**config.mk**
```make
export PLATFORM = sky130hd
export DESIGN_NAME = pd_line_follow_steering
export DESIGN_NICKNAME = d
export VERILOG_FILES = /design/src/sv/pdlf_pkg.sv /design/src/sv/pdlf_front.sv /design/src/sv/pdlf_back.sv /design/src/sv/pd_line_follow_steering.sv
export SDC_FILE = /design/constraint.sdc
export NUM_CORES = 1
export LEC_CHECK = 0
export ABC_AREA = 1
export ABC_CLOCK_PERIOD_IN_PS = 6900
export BUFFER_PORTS_ARGS = -buffer_cell sky130_fd_sc_hd__buf_2
export CAP_MARGIN = 0
export CORE_MARGIN = 3
export CORE_UTILIZATION = 51
export DETAILED_ROUTE_END_ITERATION = 10
export MAX_ROUTING_LAYER = met4
export PLACE_DENSITY = 0.67
export SLEW_MARGIN = 20
export SYNTH_ARGS = -nofsm -noshare
export SYNTH_HDL_FRONTEND = slang
export SYNTH_SLANG_ARGS = --single-unit
```
**constraint.sdc**
```tcl
create_clock -name clk -period 6.9 [get_ports clk]
set_input_delay 0.345 -clock clk [delete_from_list [all_inputs] [get_ports clk]]
set_output_delay 0.345 -clock clk [all_outputs]
set_load 0.01 [all_outputs]
```
**src/sv/pdlf_pkg.sv**
```systemverilog
package pdlf_pkg;

	localparam int SensorW = 10;
	localparam int PosW    = 12;
	localparam int SpeedW  = 9;
	localparam int GainW   = 10;
	localparam int ErrW    = 13;
	localparam int DiffW   = 14;
	localparam int ProdW   = 24;
	localparam int CorrW   = 17;
	localparam int SumW    = 18;
	localparam int CfgW    = 10;

	// both queues: four entries
	localparam int QDepth = 4;
	localparam int QPtrW  = 2;
	localparam int QCntW  = 3;

	localparam logic [SensorW-1:0] FullScale = 10'd1000;
	localparam logic [SensorW-1:0] FlagLevel = 10'd700;
	localparam logic [SensorW-1:0] LostLevel = 10'd600;
	localparam logic [PosW-1:0]    MidPoint  = 12'd2000;
	localparam int                 GainShift = 8;
	localparam logic [ProdW-1:0]   GainRound = 24'd255;

	// floor(x * 7 / 10) == (x * 7 * 3277) >> 15 for x * 7 below 16384
	localparam logic [ProdW-1:0] FloorMul   = 24'd22939;
	localparam int               FloorShift = 15;

	localparam logic [SpeedW-1:0] BaseSpeedReset = 9'd60;
	localparam logic [GainW-1:0]  PropGainReset  = 10'd64;
	localparam logic [GainW-1:0]  DerivGainReset = 10'd256;

	typedef enum logic [1:0] {
		REG_BASE_SPEED = 2'd0,
		REG_PROP_GAIN  = 2'd1,
		REG_DERIV_GAIN = 2'd2,
		REG_WHITE_LINE = 2'd3
	} reg_index_t;

	typedef enum logic [1:0] {
		END_NONE = 2'd0,
		END_LOST = 2'd1,
		END_SIDE = 2'd2
	} end_kind_t;

	typedef struct packed {
		logic [SensorW-1:0] sensor_left;
		logic [SensorW-1:0] sensor_inner_left;
		logic [SensorW-1:0] sensor_middle;
		logic [SensorW-1:0] sensor_inner_right;
		logic [SensorW-1:0] sensor_right;
		logic [PosW-1:0]    line_position;
	} sample_t;

	typedef struct packed {
		logic [SpeedW-1:0] left_speed;
		logic [SpeedW-1:0] right_speed;
		logic              left_seen;
		logic              center_seen;
		logic              right_seen;
		end_kind_t         end_kind;
	} result_t;

	typedef struct packed {
		logic [SpeedW-1:0] base_speed;
		logic [SpeedW-1:0] speed_floor;
		logic [GainW-1:0]  prop_gain;
		logic [GainW-1:0]  deriv_gain;
		logic              white_line;
	} cfg_t;

	// classified sample handed from front to back
	typedef struct packed {
		logic signed [ErrW-1:0]  err;
		logic signed [DiffW-1:0] diff;
		logic                    left_seen;
		logic                    center_seen;
		logic                    right_seen;
		end_kind_t               end_kind;
	} cmd_t;

	function automatic logic [SensorW-1:0] sense(input logic [SensorW-1:0] raw,
		input logic white);
		logic [SensorW-1:0] v;
		v = (raw > FullScale) ? FullScale : raw;
		return white ? (FullScale - v) : v;
	endfunction

	function automatic logic [SpeedW-1:0] speed_floor(input logic [SpeedW-1:0] base);
		logic [ProdW-1:0] p;
		p = ProdW'(base) * FloorMul;
		return p[FloorShift +: SpeedW];
	endfunction

	// signed product / 256, rounded toward zero
	function automatic logic signed [CorrW-1:0] gain_div(input logic signed [ProdW-1:0] p);
		logic signed [ProdW-1:0] pa;
		logic signed [ProdW-1:0] q;
		pa = p + (p[ProdW-1] ? GainRound : '0);
		q = pa >>> GainShift;
		return CorrW'(q);
	endfunction

	function automatic logic [SpeedW-1:0] clamp_speed(input logic signed [SumW-1:0] v,
		input logic [SpeedW-1:0] lo, input logic [SpeedW-1:0] hi);
		logic signed [SumW-1:0] lo_s;
		logic signed [SumW-1:0] hi_s;
		lo_s = $signed({{(SumW-SpeedW){1'b0}}, lo});
		hi_s = $signed({{(SumW-SpeedW){1'b0}}, hi});
		if (v < lo_s) begin
			return lo;
		end else if (v > hi_s) begin
			return hi;
		end
		return v[SpeedW-1:0];
	endfunction

endpackage

```
**src/sv/pdlf_front.sv**
```systemverilog
module pdlf_front
	import pdlf_pkg::*;
(
	input  logic    clk,
	input  logic    arst_n,
	input  logic    push,
	output logic    full,
	input  sample_t sample,
	input  logic    white_line,
	output logic    cmd_valid,
	output cmd_t    cmd,
	input  logic    cmd_pop
);

	cmd_t                   cmd_q [QDepth];
	logic [QPtrW-1:0]       wr_ptr_q;
	logic [QPtrW-1:0]       rd_ptr_q;
	logic [QCntW-1:0]       count_q;
	logic signed [ErrW-1:0] last_error_q;

	logic [SensorW-1:0]     s_left, s_inl, s_mid, s_inr, s_right;
	logic                   accept;
	logic                   take;
	cmd_t                   cmd_new;

	always_comb begin
		s_left  = sense(sample.sensor_left, white_line);
		s_inl   = sense(sample.sensor_inner_left, white_line);
		s_mid   = sense(sample.sensor_middle, white_line);
		s_inr   = sense(sample.sensor_inner_right, white_line);
		s_right = sense(sample.sensor_right, white_line);

		cmd_new.left_seen   = s_left > FlagLevel;
		cmd_new.center_seen = s_mid > FlagLevel;
		cmd_new.right_seen  = s_right > FlagLevel;

		cmd_new.err  = $signed({1'b0, sample.line_position}) - $signed({1'b0, MidPoint});
		cmd_new.diff = $signed({cmd_new.err[ErrW-1], cmd_new.err})
			- $signed({last_error_q[ErrW-1], last_error_q});

		// line lost wins over a side branch
		if (!cmd_new.center_seen && s_inl < LostLevel && s_inr < LostLevel) begin
			cmd_new.end_kind = END_LOST;
		end else if (cmd_new.left_seen || cmd_new.right_seen) begin
			cmd_new.end_kind = END_SIDE;
		end else begin
			cmd_new.end_kind = END_NONE;
		end
	end

	assign full      = count_q == QCntW'(QDepth);
	assign cmd_valid = count_q != '0;
	assign cmd       = cmd_q[rd_ptr_q];
	assign accept    = push && !full;
	assign take      = cmd_pop && cmd_valid;

	always_ff @(posedge clk or negedge arst_n) begin
		if (!arst_n) begin
			wr_ptr_q     <= '0;
			rd_ptr_q     <= '0;
			count_q      <= '0;
			last_error_q <= '0;
		end else begin
			if (accept) begin
				wr_ptr_q     <= wr_ptr_q + 1'b1;
				last_error_q <= (cmd_new.end_kind == END_NONE) ? cmd_new.err : '0;
			end
			if (take) begin
				rd_ptr_q <= rd_ptr_q + 1'b1;
			end
			if (accept && !take) begin
				count_q <= count_q + 1'b1;
			end else if (take && !accept) begin
				count_q <= count_q - 1'b1;
			end
		end
	end

	always_ff @(posedge clk) begin
		if (accept) begin
			cmd_q[wr_ptr_q] <= cmd_new;
		end
	end

endmodule

```
**src/sv/pdlf_back.sv**
```systemverilog
module pdlf_back
	import pdlf_pkg::*;
(
	input  logic    clk,
	input  logic    arst_n,
	input  cfg_t    cfg,
	input  logic    cmd_valid,
	input  cmd_t    cmd,
	output logic    cmd_pop,
	output logic    empty,
	input  logic    pop,
	output result_t result
);

	logic                     v_s1, v_s2;
	logic signed [ProdW-1:0]  prod_p_s1, prod_d_s1;
	cmd_t                     cmd_s1, cmd_s2;
	logic signed [CorrW-1:0]  corr_s2;

	result_t                  res_q [QDepth];
	logic [QPtrW-1:0]         wr_ptr_q;
	logic [QPtrW-1:0]         rd_ptr_q;
	logic [QCntW-1:0]         count_q;

	logic [QCntW-1:0]         in_flight;
	logic                     take_out;
	logic signed [SumW-1:0]   base_s, corr_x;
	result_t                  res_new;

	// only pull a transaction when the result queue has room for everything in flight
	assign in_flight = count_q + QCntW'(v_s1) + QCntW'(v_s2);
	assign cmd_pop   = cmd_valid && (in_flight < QCntW'(QDepth));
	assign empty     = count_q == '0;
	assign result    = res_q[rd_ptr_q];
	assign take_out  = pop && !empty;

	always_comb begin
		base_s = $signed({{(SumW-SpeedW){1'b0}}, cfg.base_speed});
		corr_x = $signed({{(SumW-CorrW){corr_s2[CorrW-1]}}, corr_s2});
		res_new.left_speed  = clamp_speed(base_s + corr_x, cfg.speed_floor, cfg.base_speed);
		res_new.right_speed = clamp_speed(base_s - corr_x, cfg.speed_floor, cfg.base_speed);
		res_new.left_seen   = cmd_s2.left_seen;
		res_new.center_seen = cmd_s2.center_seen;
		res_new.right_seen  = cmd_s2.right_seen;
		res_new.end_kind    = cmd_s2.end_kind;
	end

	always_ff @(posedge clk or negedge arst_n) begin
		if (!arst_n) begin
			v_s1     <= 1'b0;
			v_s2     <= 1'b0;
			wr_ptr_q <= '0;
			rd_ptr_q <= '0;
			count_q  <= '0;
		end else begin
			v_s1 <= cmd_pop;
			v_s2 <= v_s1;
			if (v_s2) begin
				wr_ptr_q <= wr_ptr_q + 1'b1;
			end
			if (take_out) begin
				rd_ptr_q <= rd_ptr_q + 1'b1;
			end
			if (v_s2 && !take_out) begin
				count_q <= count_q + 1'b1;
			end else if (take_out && !v_s2) begin
				count_q <= count_q - 1'b1;
			end
		end
	end

	always_ff @(posedge clk) begin
		if (cmd_pop) begin
			cmd_s1    <= cmd;
			prod_p_s1 <= ProdW'(cmd.err) * $signed({{(ProdW-GainW){1'b0}}, cfg.prop_gain});
			prod_d_s1 <= ProdW'(cmd.diff) * $signed({{(ProdW-GainW){1'b0}}, cfg.deriv_gain});
		end
		if (v_s1) begin
			cmd_s2  <= cmd_s1;
			corr_s2 <= gain_div(prod_p_s1) + gain_div(prod_d_s1);
		end
		if (v_s2) begin
			res_q[wr_ptr_q] <= res_new;
		end
	end

endmodule

```
**src/sv/pd_line_follow_steering.sv**
```systemverilog
// PD steering for a five-sensor line follower. Each sample pushed in gives exactly one
// result, in order: both wheel speeds clamped to [floor(base*7/10), base], the outer-left,
// center and outer-right line flags, and whether the segment ends (line lost or side
// branch). One sample is taken per clock unless full is high; between the front queue
// and the result queue, the back end has a multiply stage and a correction stage. Each
// queue has four entries, so the block keeps taking samples while results
// wait to be popped until both queues fill. The previous error used by the derivative
// term is updated as each sample is pushed and is cleared after a segment end.
// Configuration writes are always ready and must only happen while no sample is pending.
module pd_line_follow_steering
	import pdlf_pkg::*;
(
	input  logic              clk,
	input  logic              arst_n,
	input  logic              push,
	output logic              full,
	input  sample_t           sample,
	output logic              empty,
	input  logic              pop,
	output result_t           result,
	input  logic              cfg_valid,
	output logic              cfg_ready,
	input  reg_index_t        cfg_index,
	input  logic [CfgW-1:0]   cfg_data
);

	cfg_t cfg_q;
	logic cmd_valid;
	logic cmd_pop;
	cmd_t cmd;

	assign cfg_ready = 1'b1;

	always_ff @(posedge clk or negedge arst_n) begin
		if (!arst_n) begin
			cfg_q.base_speed  <= BaseSpeedReset;
			cfg_q.speed_floor <= speed_floor(BaseSpeedReset);
			cfg_q.prop_gain   <= PropGainReset;
			cfg_q.deriv_gain  <= DerivGainReset;
			cfg_q.white_line  <= 1'b0;
		end else if (cfg_valid) begin
			unique case (cfg_index)
				REG_BASE_SPEED: begin
					cfg_q.base_speed  <= cfg_data[SpeedW-1:0];
					cfg_q.speed_floor <= speed_floor(cfg_data[SpeedW-1:0]);
				end
				REG_PROP_GAIN:  cfg_q.prop_gain  <= cfg_data[GainW-1:0];
				REG_DERIV_GAIN: cfg_q.deriv_gain <= cfg_data[GainW-1:0];
				REG_WHITE_LINE: cfg_q.white_line <= cfg_data[0];
				default: ;
			endcase
		end
	end

	pdlf_front u_front (
		.clk        (clk),
		.arst_n     (arst_n),
		.push       (push),
		.full       (full),
		.sample     (sample),
		.white_line (cfg_q.white_line),
		.cmd_valid  (cmd_valid),
		.cmd        (cmd),
		.cmd_pop    (cmd_pop)
	);

	pdlf_back u_back (
		.clk       (clk),
		.arst_n    (arst_n),
		.cfg       (cfg_q),
		.cmd_valid (cmd_valid),
		.cmd       (cmd),
		.cmd_pop   (cmd_pop),
		.empty     (empty),
		.pop       (pop),
		.result    (result)
	);

endmodule

```
* Yosys cells after proc, flatten, opt, wreduce, memory -nomap -nowiden *
Memories as Yosys holds them, arrays and structs flattened.
Cells that the tools add are included.

word-level totals
  register bits after elaboration = 143
  memory bits (writable) = 220
  bits of input ports = 79
  output and inout port bits = 26
  word-level logic and storage cells = 132
  memories = 2

memory list
  name           depth  bits a word  rd ports  clocked after Yosys merged registers in  wr ports  RTL line          text
  u_front.cmd_q  4      32           1         0                                        1         pdlf_front.sv:15  cmd_t cmd_q [QDepth];
  u_back.res_q   4      23           1         0                                        1         pdlf_back.sv:20   result_t res_q [QDepth];

operators by class
  add/subtract/negate cells = 22
  $mul = 3
  order comparisons = 15
  equality and inequality tests = 4
  multiplexer cells = 33
  reductions and logical operators = 28

operators by type and width
  cell                    number
  $mux 10                 10
  $gt 10x10->1 const B    8
  $mux 9                  6
  $sub 10x10->10 const A  5
  $add 24x8->24           2
  $gt 18x10->1            2
  $lt 18x10->1            2
  $mul 13x11->24          1
  $mul 14x11->24          1
  $mul 9x15->24 const B   1
  $lt 10x10->1 const B    2
  $add 10x17->18          1
  $sub 10x17->18          1
  $add 16x16->17          1
  $mux 8                  2
  $sub 13x13->14          1
  $mux 13                 1
  $sub 12x11->13 const B  1
  $mux 3                  4
  $logic_and 1x1->1       10
  $add 2x1->2 const B     4
  $mux 1                  8
  $reduce_and 2->1        4
  $logic_not 1->1         7
  other kinds (13)        20

* Logic depth before layout (Yosys ltp) *
Gate-level depths: netlist of run 1.

  depth in word-level cells = 11
  gate-level depth with buffers = 29
  gate-level depth less buffers = 29

* Modules after synthesis *
A second synthesis of run 1 with hierarchy kept.

unflattened totals
  cell total of the unflattened synthesis = 3904
  area, all modules = 33244.4 sq um

modules (own cells, without submodules)
  module                   times used  cells each  area an instance (sq um)  seq. area each (sq um)
  pdlf_back                1           2621        21650.8                   5240.0
  pdlf_front               1           809         7757.4                    4344.2
  pd_line_follow_steering  1           474         3836.2                    987.2

* Worst setup path after synthesis of run 1 *
OpenSTA, ideal clock, no wires.

  kind = register to register
  start = register u_front.rd_ptr_q[0]
  end = register u_back.prod_p_s1[23], data pin
  setup time = 0.261 ns
  arrival time = 5.651 ns
  required time = 6.639 ns
  slack = 0.988 ns
  stages on the path, launching flop included = 25
  path buffers = 2
  clock period less this slack = 5.912 ns
  path through = dfrtp_1 -> inv_1 -> clkbuf_1 -> nand2_1 -> a32o_1 -> clkbuf_1 -> nor2_1 -> fa_1 -> fa_1 -> inv_1 -> fa_1 -> inv_1 -> fa_1 -> inv_1 -> fa_1 -> inv_1 -> ha_1 -> nand2_1 -> nor4_1 -> nand4_1 -> nand3_1 -> a21oi_1 -> nor2_1 -> nor2_1 -> xor2_1

between the ends
  longest elaborated chain between the ends = 2

RTL lines
  element                   RTL line          text
  start: declaration        pdlf_front.sv:17  logic [QPtrW-1:0] rd_ptr_q;
  start signal: assignment  pdlf_front.sv:69  rd_ptr_q <= rd_ptr_q + 1'b1;
  $mem_v2 4x32              --
  $mul 13x11->24            pdlf_back.sv:75   prod_p_s1 <= ProdW'(cmd.err) * $signed({{(ProdW-GainW){1'b0}}, cfg.prop_gain});
  end signal: assignment    pdlf_back.sv:75
  end: declaration          pdlf_back.sv:16   logic signed [ProdW-1:0] prod_p_s1, prod_d_s1;

Every way passes these cells.
A chain may end at the register's enable or synchronous reset.

* Worst setup path after layout of run 1 *
  start = register u_front.rd_ptr_q[0]
  end = register u_back.prod_d_s1[23], data pin

between the ends
  longest elaborated chain between the ends = 2

RTL lines
  element                 RTL line         text
  $mem_v2 4x32            --
  $mul 14x11->24          pdlf_back.sv:76  prod_d_s1 <= ProdW'(cmd.diff) * $signed({{(ProdW-GainW){1'b0}}, cfg.deriv_gain});
  end signal: assignment  pdlf_back.sv:76
  end: declaration        pdlf_back.sv:16

Every way passes these cells.

==> impl_results.md, run 1 <==
* Run status: complete, no violations
* Yosys reg bits at around 360
* Setup repair bufs after CTS at 0
* Num rows at 91
* Port Buffers at around 100
* CTS hold repair buffers at 1
* Total GRT Usage at between 20% and 30%
* 1st-iter DRT viols at ~1,400
* H-tree depth at 2
* Final core utilization at between 50% and 60%
* Routed via count at around 24,000
* Main synth FF type: edfxtp_1
* TNS Setup at 0 ns
* Top cell type's share of synthesized area at a little over a quarter
* CTS Buf Count at 42
* Largest net degree at the start of global routing at 56
* Maximum clock rate at 0.157 GHz
* Ports at between 100 and 150
* Slew at the pin with the worst max-slew slack at 1.08 ns
* Initial antenna violation count at 2
* Final min period at around 6.4 ns
* Starting Density at between 50% and 60%
* Post-route ant nets at 0
* Final period util at roughly 92%
* Max Slew Vio Count at 0
* Area Growth Syn to Fin at 8.62%
* Vias/cell at around 5.2
* Vias in the first global route at around 24,000
* Final setup fails at 0
* Grt ovf at 0
* Worst hold slack at ~0.034 ns
* Share of layout cells above drive strength 1 at a little over 7%
* Post-synth EDFFs at about 300
* CTS sink cnt at 363
* DR pass1 iterations at 5
* Worst Hold Class: primary input to flop
* Clock root buffer: clkbuf_16
* Critical Path Source Type: flop
* Top cell type by total area after synthesis: edfxtp_1
* Largest cells by area after synthesis: edfxtp_1 (27%), fa_1 (18%), ha_1 (10%)
* Multi-input gate area at approximately 19,000 um2
* RSZ-0062 raised after global routing: no
* Most frequent cells in the layout: nand2_1 (758), inv_1 (725), nor2_1 (350)
* Async set or reset register ratio after synthesis at 18.7%
* FILL cells at about 5,600
* Post-synthesis sequential area ratio at between 30% and 40%
* Fin. Hold Viols at 0
* WL per Instance at around 16 um
* Clock slew at reported path FFs at ~0.06 ns
* Core area at 62,300 um2
* Worst-path fanout max at 45
* Maximum root-to-sink buffer count at 3
* Synthesis warning total at 0
* Final HPWL DP at just under 60,000 um
* Critical path required time at ~7.2 ns
* Sequential Area at 10,600 um2
* Diodes inserted at 0
* Number of max-cap violations at 0
* Post-Synthesis Cells at roughly 3,700
* RD Place Congestion at 0.921
* Max_slew headroom at around 28%
* Yosys cell types at a little under 60
* Commonest non-fill, non-tap cell in the layout: nand2_1
* First-pass GRT wire length at between 100,000 and 150,000 um
* Post-synthesis net count at around 4,400
* Clock latency on the worst-skew pair at slightly below 0.6 ns
* Synthesized area per cell at 8.67 um2
* Placed Area at approximately 34,000 um2
* Chip height at approximately 260 um
* CTS tree: built
* Final net count at approximately 4,500
* Critical Path AT at between 6 and 7 ns
* Detailed-route wire length at 75,000 um
* Finished Cell Area at around 35,000 um2
* Fin Clk Skew at ~0.038 ns
* Die W at about 260 um
* Crit Path Category: flop to flop
* Die ar. at approximately 67,000 um2
* Mapped Area at roughly 32,000 um2
* Critical Path Sink Type: flop
* Drt drc at 0
* Post-cts repair resize count at 0
## registers in the layout, indices dropped and copies added, names as in the netlist, 5 cells and up
name / flops
u_back.cmd_s1: 5
u_back.res_q: 92
u_back.prod_d_s1: 24
u_front.cmd_q: 128
u_back.corr_s2: 17
u_front.last_error_q: 13
u_back.prod_p_s1: 24
u_back.cmd_s2: 5
cfg_q: 39
## routing by layer
layer	vias to the layer above	share of wire (%)	global-route usage, %
met3	148	3.9	2.43
met2	561	49	40.6
li1	12000	-	-
met5	-	0	-
met4	0	3.3	7.39
met1	11400	44	29.4
## layout make-up
class,count,area share [%]
inverters,739,7.90
flip-flops and latches,363,30.0
clock inverters,22,0.781
well taps,837,2.97
multi-input cells,2552,53.2
clock buffers,56,3.31
repair buffers,118,1.83
## worst paths after layout
| kind | start | end | slack (ns) | cells after the start |
|---|---|---|---|---|
| max | u_front.rd_ptr_q[0] | u_back.prod_d_s1[23] | 0.53 | 23 |
| min in group asynchronous | arst_n | u_front.last_error_q[2] | 0.19 | 2 |
| max in group asynchronous | arst_n | u_front.rd_ptr_q[0] | 5.62 | 3 |
| max reg2reg | u_front.rd_ptr_q[0] | u_back.prod_d_s1[23] | 0.53 | 23 |
| min reg2reg | u_back.cmd_s1[1] | u_back.cmd_s2[1] | 0.43 | 0 |
| min | pop | u_back.rd_ptr_q[0] | 0.03 | 3 |
## logic make-up (layout without fill, tap and decap cells)
| family | Yosys count | in the layout | share of synthesized area (%) |
|---|---|---|---|
| AND/OR/NAND/NOR | 1450 | 1450 | 18.7 |
| multiplexers | 2 | 2 | 0.0694 |
| adder cells (fa/ha/maj) | 559 | 559 | 28.2 |
| flip-flops | 363 | 363 | 32.6 |
| other | 1 | 1 | 0.0116 |
| buffers and inverters | 824 | 935 | 9.71 |
| XOR/XNOR | 138 | 138 | 3.73 |
| AO/OA/AOI/OAI | 402 | 402 | 6.94 |
## synth_stat cells, drive strengths merged (10+ instances only)
master	instances
a21o	12
a21oi	133
buf	30
clkbuf	55
dfrtp	59
edfxtp	295
fa	287
ha	272
inv	739
nand2	777
nand3	223
nand4	27
nor2	364
nor3	32
nor4	10
o21ai	178
o21bai	10
o22ai	29
or2	12
xnor2	43
xor2	95
## critical path, stage by stage (launching register included)
cell,delay (ns)
dfrtp_2,0.42
inv_2,0.30
buf_12,0.26
nand2_1,0.08
nand3_1,0.07
nand2_1,0.23
nor2_1,0.26
inv_1,0.12
fa_1,0.63
inv_1,0.12
fa_1,0.59
inv_1,0.08
fa_1,0.47
fa_1,0.51
fa_1,0.54
inv_1,0.04
ha_1,0.37
inv_1,0.08
nor3_1,0.19
inv_1,0.07
nor2_1,0.13
inv_1,0.05
o311ai_0,0.37
xor2_1,0.11
## per-stage QoR
step / setup slack [ns] / cells
5_1_grt: 0.0619 / 4687
3_3_place_gp: 0.700 / 4608
4_1_cts: 0.537 / 4687
2_1_floorplan: 0.988 / 3739
3_5_place_dp: 0.548 / 4608
6_report: 0.527 / 4687
Power of run 1 is not shown: default switching activity piles up to over one toggle a cycle in this logic, so the estimate is an artifact.
==> inputs of run 2 (changes only) <==
--- a/config.mk
+++ b/config.mk
@@ -6,14 +6,13 @@
 export NUM_CORES = 1
 export LEC_CHECK = 0
 export ABC_AREA = 1
-export ABC_CLOCK_PERIOD_IN_PS = 6900
-export BUFFER_PORTS_ARGS = -buffer_cell sky130_fd_sc_hd__buf_2
 export CAP_MARGIN = 0
 export CORE_MARGIN = 3
 export CORE_UTILIZATION = 51
 export DETAILED_ROUTE_END_ITERATION = 10
+export DONT_BUFFER_PORTS = 1
 export MAX_ROUTING_LAYER = met4
-export PLACE_DENSITY = 0.67
+export PLACE_DENSITY = 0.66
 export SLEW_MARGIN = 20
 export SYNTH_ARGS = -nofsm -noshare
 export SYNTH_HDL_FRONTEND = slang
==> run 2 against run 1 <==
  * Worst setup slack better by 0.12 ns
  * First-iteration DRC count is 1.5% higher
  * Fmax is 1.9% higher
  * Clock skew is 0.0082 ns lower
  * Sequential share of layout area is 0.31 points higher
  * Worst hold slack better by 0.0081 ns
  * Critical path type unchanged
==> impl_results.md, run 2 (synthesis gave the netlist of run 1 again) <==
* Run status: complete, no violations
* Number of max-cap violations at 0 (unchanged)
* Ports at 105 (unchanged)
* DP Worst Slack at 0.641 ns (+0.0924 ns)
* Final min period at 6.26 ns (-0.116 ns)
* DR pass1 iterations at 6 (+1)
* Clock root buffer: clkbuf_16
* Die W at 258 um (unchanged)
* Multi-input gate area at 18,700 um2 (unchanged)
* Share of layout cells above drive strength 1 at 4.57% (-2.5 points)
* Routed via count at 24,000 (-0.95%)
* Setup repair bufs after CTS at 0 (unchanged)
* First-pass GRT wire length at 123,000 um (-0.29%)
* Sequential Area at 10,600 um2 (unchanged)
* Maximum root-to-sink buffer count at 3 (unchanged)
* Area Growth Syn to Fin at 7.51%
* Drt drc at 0 (unchanged)
* Initial antenna violation count at 1 (-1)
* Critical path required time at 7.22 ns (about the same)
* Detailed-route wire length at 75,400 um (+0.47%)
* Biggest regs: u_front.cmd_q: 128 flops, u_back.res_q: 92 flops, cfg_q: 39 flops
* Fin. Hold Viols at 0 (unchanged)
* Worst Hold Class: primary input to flop
* Crit Path Category: flop to flop
* Critical Path Source Type: flop
* Placed Cells at 4,508 (-2.2%)
* FILL cells at 5,668 (+0.96%)
* CTS tree: built
* Final net count at 4,366 (-2.0%)
* RD Place Congestion at 0.928 (+0.72%)
* Max_slew headroom at 26.2% (-1.3 points)
* Port Buffers at 0 (-100%)
* Critical Path AT at 6.57 ns (-0.11 ns)
* Critical Path Sink Type: flop
* WL per Instance at 16.4 um (+2.4%)
* Vias/cell at 5.21 (+0.95%)
* CTS Buf Count at 42 (unchanged)
* Max reg flops at 128 (unchanged)
* Top reg by flops: u_front.cmd_q
* Grt ovf at 0 (unchanged)
* TNS Setup at 0 ns (unchanged)
* Final period util at 90.7% (-1.7 points)
* CTS sink cnt at 363 (unchanged)
* Commonest non-fill, non-tap cell in the layout: nand2_1
* Maximum clock rate at 0.160 GHz (+1.9%)
* Most frequent cells in the layout: nand2_1 (758), inv_1 (725), nor2_1 (350)
* Num rows at 91 (unchanged)
* Post-route ant nets at 0 (unchanged)
* Post-route setup slack at 0.643 ns (+0.116 ns)
* Final HPWL DP at 59,400 um (+0.56%)
* H-tree depth at 2 (unchanged)
* Worst-path fanout max at 55 (+22%)
* Clock slew at reported path FFs at 0.06 ns (about the same)
* Core area at 62,300 um2 (unchanged)
* FF-to-FF path depth at 23 (unchanged)
* Total GRT Usage at 23.7% (+0.15 points)
* Slew at the pin with the worst max-slew slack at 1.11 ns (+0.0201 ns)
* Clock latency on the worst-skew pair at 0.59 ns (about the same)
* 1st-iter DRT viols at 1,460 (+1.5%)
* Max Slew Vio Count at 0 (unchanged)
* RSZ-0062 raised after global routing: no
* Starting Density at 52.1% (unchanged)
* Final setup fails at 0 (unchanged)
* Die ar. at 66,700 um2 (unchanged)
* Fin Clk Skew at 0.0302 ns (-0.00818 ns)
* WHS Path Cells at 3 (unchanged)
* Chip height at 258 um (unchanged)
* Largest net degree at the start of global routing at 69 (+23%)
* Vias in the first global route at 23,900 (-1.3%)
* Finished Layout Cells at 4,599 (-1.9%)
[run 2: layer usage]
metal  GRT usage (%)  part of all wire (%)  vias up
li1                -                     -    11800
met2            40.9                    49      610
met4            8.86                   4.0        0
met5               -                     0        -
met3            2.87                   4.5      169
met1            28.7                    42    11300
[run 2: repair_timing]
action | CTS | global route
endpoints found under the hold margin | 89 | 0
endpoints found under the setup margin | 0 | 0
resized for setup | 0 | 0
hold buffers | 11 | 0
[run 2: worst max-delay path, cell delays in order, from the launching register on]
cell and delay (ns):
dfrtp_2 0.41, inv_2 0.17, buf_12 0.27, nand2_1 0.08
nand3_1 0.07, nand2_1 0.26, nor2_1 0.28, inv_1 0.12
fa_1 0.64, inv_1 0.13, fa_1 0.58, inv_1 0.07
fa_1 0.47, fa_1 0.52, fa_1 0.55, inv_1 0.04
ha_1 0.33, inv_1 0.07, nor3_1 0.21, inv_1 0.08
nor2_1 0.12, inv_1 0.05, o311ai_0 0.34, xor2_1 0.12
[run 2: worst paths after layout]
path	from	to	slack, ns
setup / recovery	u_front.rd_ptr_q[0]	u_back.prod_d_s1[23]	0.64
hold / removal	pop	u_back.rd_ptr_q[0]	0.04
max in group asynchronous	arst_n	cfg_q[17]	6.14
setup reg to reg	u_front.rd_ptr_q[0]	u_back.prod_d_s1[23]	0.64
hold reg to reg	u_back.cmd_s1[0]	u_back.cmd_s2[0]	0.42
min in group asynchronous	arst_n	cfg_q[2]	0.40
[run 2: stage by stage]
step	util, %	hold slack [ns]	instance area [um2]
6_report	56.0	0.0417	34900
3_5_place_dp	53.4	0.0516	33300
5_1_grt	56.0	0.0577	34900
2_1_floorplan	-	0.0494	32400
3_3_place_gp	53.4	0.0515	33300
4_1_cts	55.9	0.0107	34800
[run 2: area by class of cell]
type	instances	share of cell area [%]
multi-input cells	2552	53.7
well taps	837	3.00
flip-flops and latches	363	30.3
clock inverters	26	0.926
inverters	739	7.98
clock buffers	51	3.11
diodes	1	0.00718
repair buffers	30	0.904
Power of run 2 is left out for the same reason.
==> inputs of run 3 (changes only) <==
==> constraint.sdc (replaced) <==
create_clock -name clk -period 6.9 [get_ports clk]
set_input_delay 0.345 -clock clk [delete_from_list [all_inputs] [get_ports clk]]
set_output_delay 0.345 -clock clk [all_outputs]
set_load 0.05 [all_outputs]
==> run 3 against run 2 <==
  * Via count hardly changed
  * Core utilization decreased by 0.082 points
  * Critical path depth shrank 2
  * Fmax down 0.42%
  * Routed wire length shrank 0.25%
  * Die area did not move
  * Non-clock buffer count did not move
  * Global-route usage grew 0.075 points
  * Clock-buffer cell count is 3 lower
  * Register-to-register slack got worse by 0.03 ns
  * Sequential share of layout area is essentially flat
==> impl_results.md, run 3 (synthesis gave the netlist of run 1 again) <==
* RD Place Congestion at 0.923 (-0.53%)
* Biggest regs: u_front.cmd_q: 128 flops, u_back.res_q: 92 flops, cfg_q: 39 flops
* CTS sink cnt at 363 (unchanged)
* Crit Path Category: flop to flop
* Grt ovf at 0 (unchanged)
* Post-route setup slack at 0.617 ns (-0.0264 ns)
* Detailed-route wire length at 75,200 um (-0.25%)
* Max_slew headroom at 22.1% (-4.1 points)
* Met3 GRT Util at 3.01% (+0.14 points)
* Worst setup path end: u_back.prod_d_s1[22]
* Clock root buffer: clkbuf_16
* Met2 usage in global routing at 40.8% (-0.10 points)
* Most frequent cells in the layout: nand2_1 (758), inv_1 (725), nor2_1 (350)
* Clock latency on the worst-skew pair at 0.58 ns (about the same)
* Area Growth Syn to Fin at 7.35%
* CTS tree: built
* Critical path origin: u_front.rd_ptr_q[0]
* Share of layout cells above drive strength 1 at 4.74% (+0.16 points)
* Starting Density at 52.1% (unchanged)
* Die W at 258 um (unchanged)
* Commonest non-fill, non-tap cell in the layout: nand2_1
* Worst hold slack at 0.0397 ns (-0.00200 ns)
* Routed via count at 24,000 (-0.013%)
* Slowest stage cell, crit path: fa_1
* Port Buffers at 0 (unchanged)
* Ports at 105 (unchanged)
* Num rows at 91 (unchanged)
* Post-route ant nets at 0 (unchanged)
* Max Slew Vio Count at 0 (unchanged)
* Final HPWL DP at 59,300 um (about the same)
* Critical Path AT at 6.61 ns (+0.04 ns)
* Grt met1 use at 28.9% (+0.23 points)
* Fin. Hold Viols at 0 (unchanged)
* Top reg by flops: u_front.cmd_q
* Final min period at 6.28 ns (+0.0264 ns)
* First-pass GRT wire length at 123,000 um (+0.40%)
* Critical path, cell by cell: inv_2 -> buf_12 -> nand2_1 -> nand3_1 -> nand2_1 -> nor2_1 -> inv_1 -> fa_1 -> inv_1 -> fa_1 -> fa_1 -> fa_1 -> inv_1 -> fa_1 -> inv_1 -> ha_1 -> inv_1 -> nor4_1 -> nand4_1 -> nand3_1 -> xor2_1
* Critical path required time at 7.23 ns (about the same)
* Largest net degree at the start of global routing at 69 (unchanged)
* Total GRT Usage at 23.8% (+0.075 points)
* Critical Path Sink Type: flop
* Vias in the first global route at 24,100 (+0.72%)
* Drt drc at 0 (unchanged)
* FF-to-FF path depth at 21 (-8.7%)
* Core area at 62,300 um2 (unchanged)
* RSZ-0062 raised after global routing: no
* Worst Hold Class: primary input to flop
* Run status: complete, no violations
* Final core utilization at 55.9% (-0.082 points)
* CTS Buf Count at 41 (-2.4%)
* WL per Instance at 16.4 um (-0.16%)
* Initial antenna violation count at 1 (unchanged)
* Final period util at 91.1% (+0.38 points)
* Maximum clock rate at 0.159 GHz (-0.42%)
* TNS Setup at 0 ns (unchanged)
* Max reg flops at 128 (unchanged)
* Reg-to-Reg End: u_back.prod_d_s1[22]
* Worst-path fanout max at 55 (unchanged)
* Die ar. at 66,700 um2 (unchanged)
* Fin Clk Skew at 0.0283 ns (-0.00194 ns)
* Slew at the pin with the worst max-slew slack at 1.19 ns (+0.0801 ns)
* Critical Path Source Type: flop
* Final setup fails at 0 (unchanged)
* DR pass1 iterations at 8 (+2)
* GRT Max-Usage Layer: met2
* Maximum root-to-sink buffer count at 3 (unchanged)
* Number of max-cap violations at 0 (unchanged)
* Crit path depth at 21 (-8.7%)
* Final net count at 4,365 (-0.023%)
* Diodes inserted at 0 (-1)
* Chip height at 258 um (unchanged)
* Crit path buf inv count at 7 (-2)
* R2R Setup Slk at 0.62 ns (-0.03 ns)
* Top delay family on crit path: adder cells
* Setup repair bufs after CTS at 0 (unchanged)
* 1st-iter DRT viols at 1,458 (-0.14%)
* H-tree depth at 2 (unchanged)
* CP peak stage delay at 0.63 ns (about the same)
* DP Worst Slack at 0.652 ns (+0.0115 ns)
* Vias/cell at 5.21 (about the same)
* Launching point of the worst reg2reg path: u_front.rd_ptr_q[0]
* Clock slew at reported path FFs at 0.06 ns (about the same)
==> run 3: layer usage <==
| layer | up-vias | part of all wire [%] |
|---|---|---|
| li1 | 11800 | - |
| met1 | 11400 | 43 |
| met3 | 148 | 4.5 |
| met4 | 0 | 3.9 |
| met5 | - | 0 |
| met2 | 554 | 49 |
==> run 3: cell type report <==
| cell class | count | area (um2) |
|---|---|---|
| fillers | 5639 | 27500 |
| multi-input cells | 2552 | 18800 |
| flip-flops and latches | 363 | 10600 |
| inverters | 739 | 2780 |
| clock buffers | 48 | 1080 |
| well taps | 837 | 1050 |
| repair buffers | 30 | 300 |
| clock inverters | 26 | 274 |
==> run 3: worst min path at each step <==
| stage | from | end | slack (ns) | cells after the start |
|---|---|---|---|---|
| 6_report | sample[0] | u_front.last_error_q[0] | 0.04 | 4 |
| 5_1_grt | sample[0] | u_front.last_error_q[0] | 0.05 | 4 |
| 4_1_cts | sample[0] | u_front.last_error_q[0] | 0.02 | 4 |
| 3_5_place_dp | arst_n | u_front.wr_ptr_q[1] | 0.05 | 0 |
| 3_3_place_gp | arst_n | u_front.wr_ptr_q[1] | 0.05 | 0 |
| 2_1_floorplan | arst_n | cfg_q[0] | 0.05 | 0 |
==> run 3: repair_timing <==
action / 4_1_cts / 5_1_grt
setup endpoints to repair: 0 / 0
endpoints found under the hold margin: 89 / 0
hold buffers: 10 / 0
gates resized for setup: 0 / 0
==> run 3: per-stage QoR <==
step                      cell area [um2]  instances
after floorplan                     32400       3739
after global placement              33300       4510
after detailed placement            33300       4510
after CTS                           34800       4594
final                               34800       4595
after global routing                34800       4595
==> run 3: tightest hold or removal path: cells and delay by family <==
family | cells | cell delay, ns
buf+inv | 1 | 0.06
simple gates | 3 | 0.17
Power of run 3 is left out for the same reason.
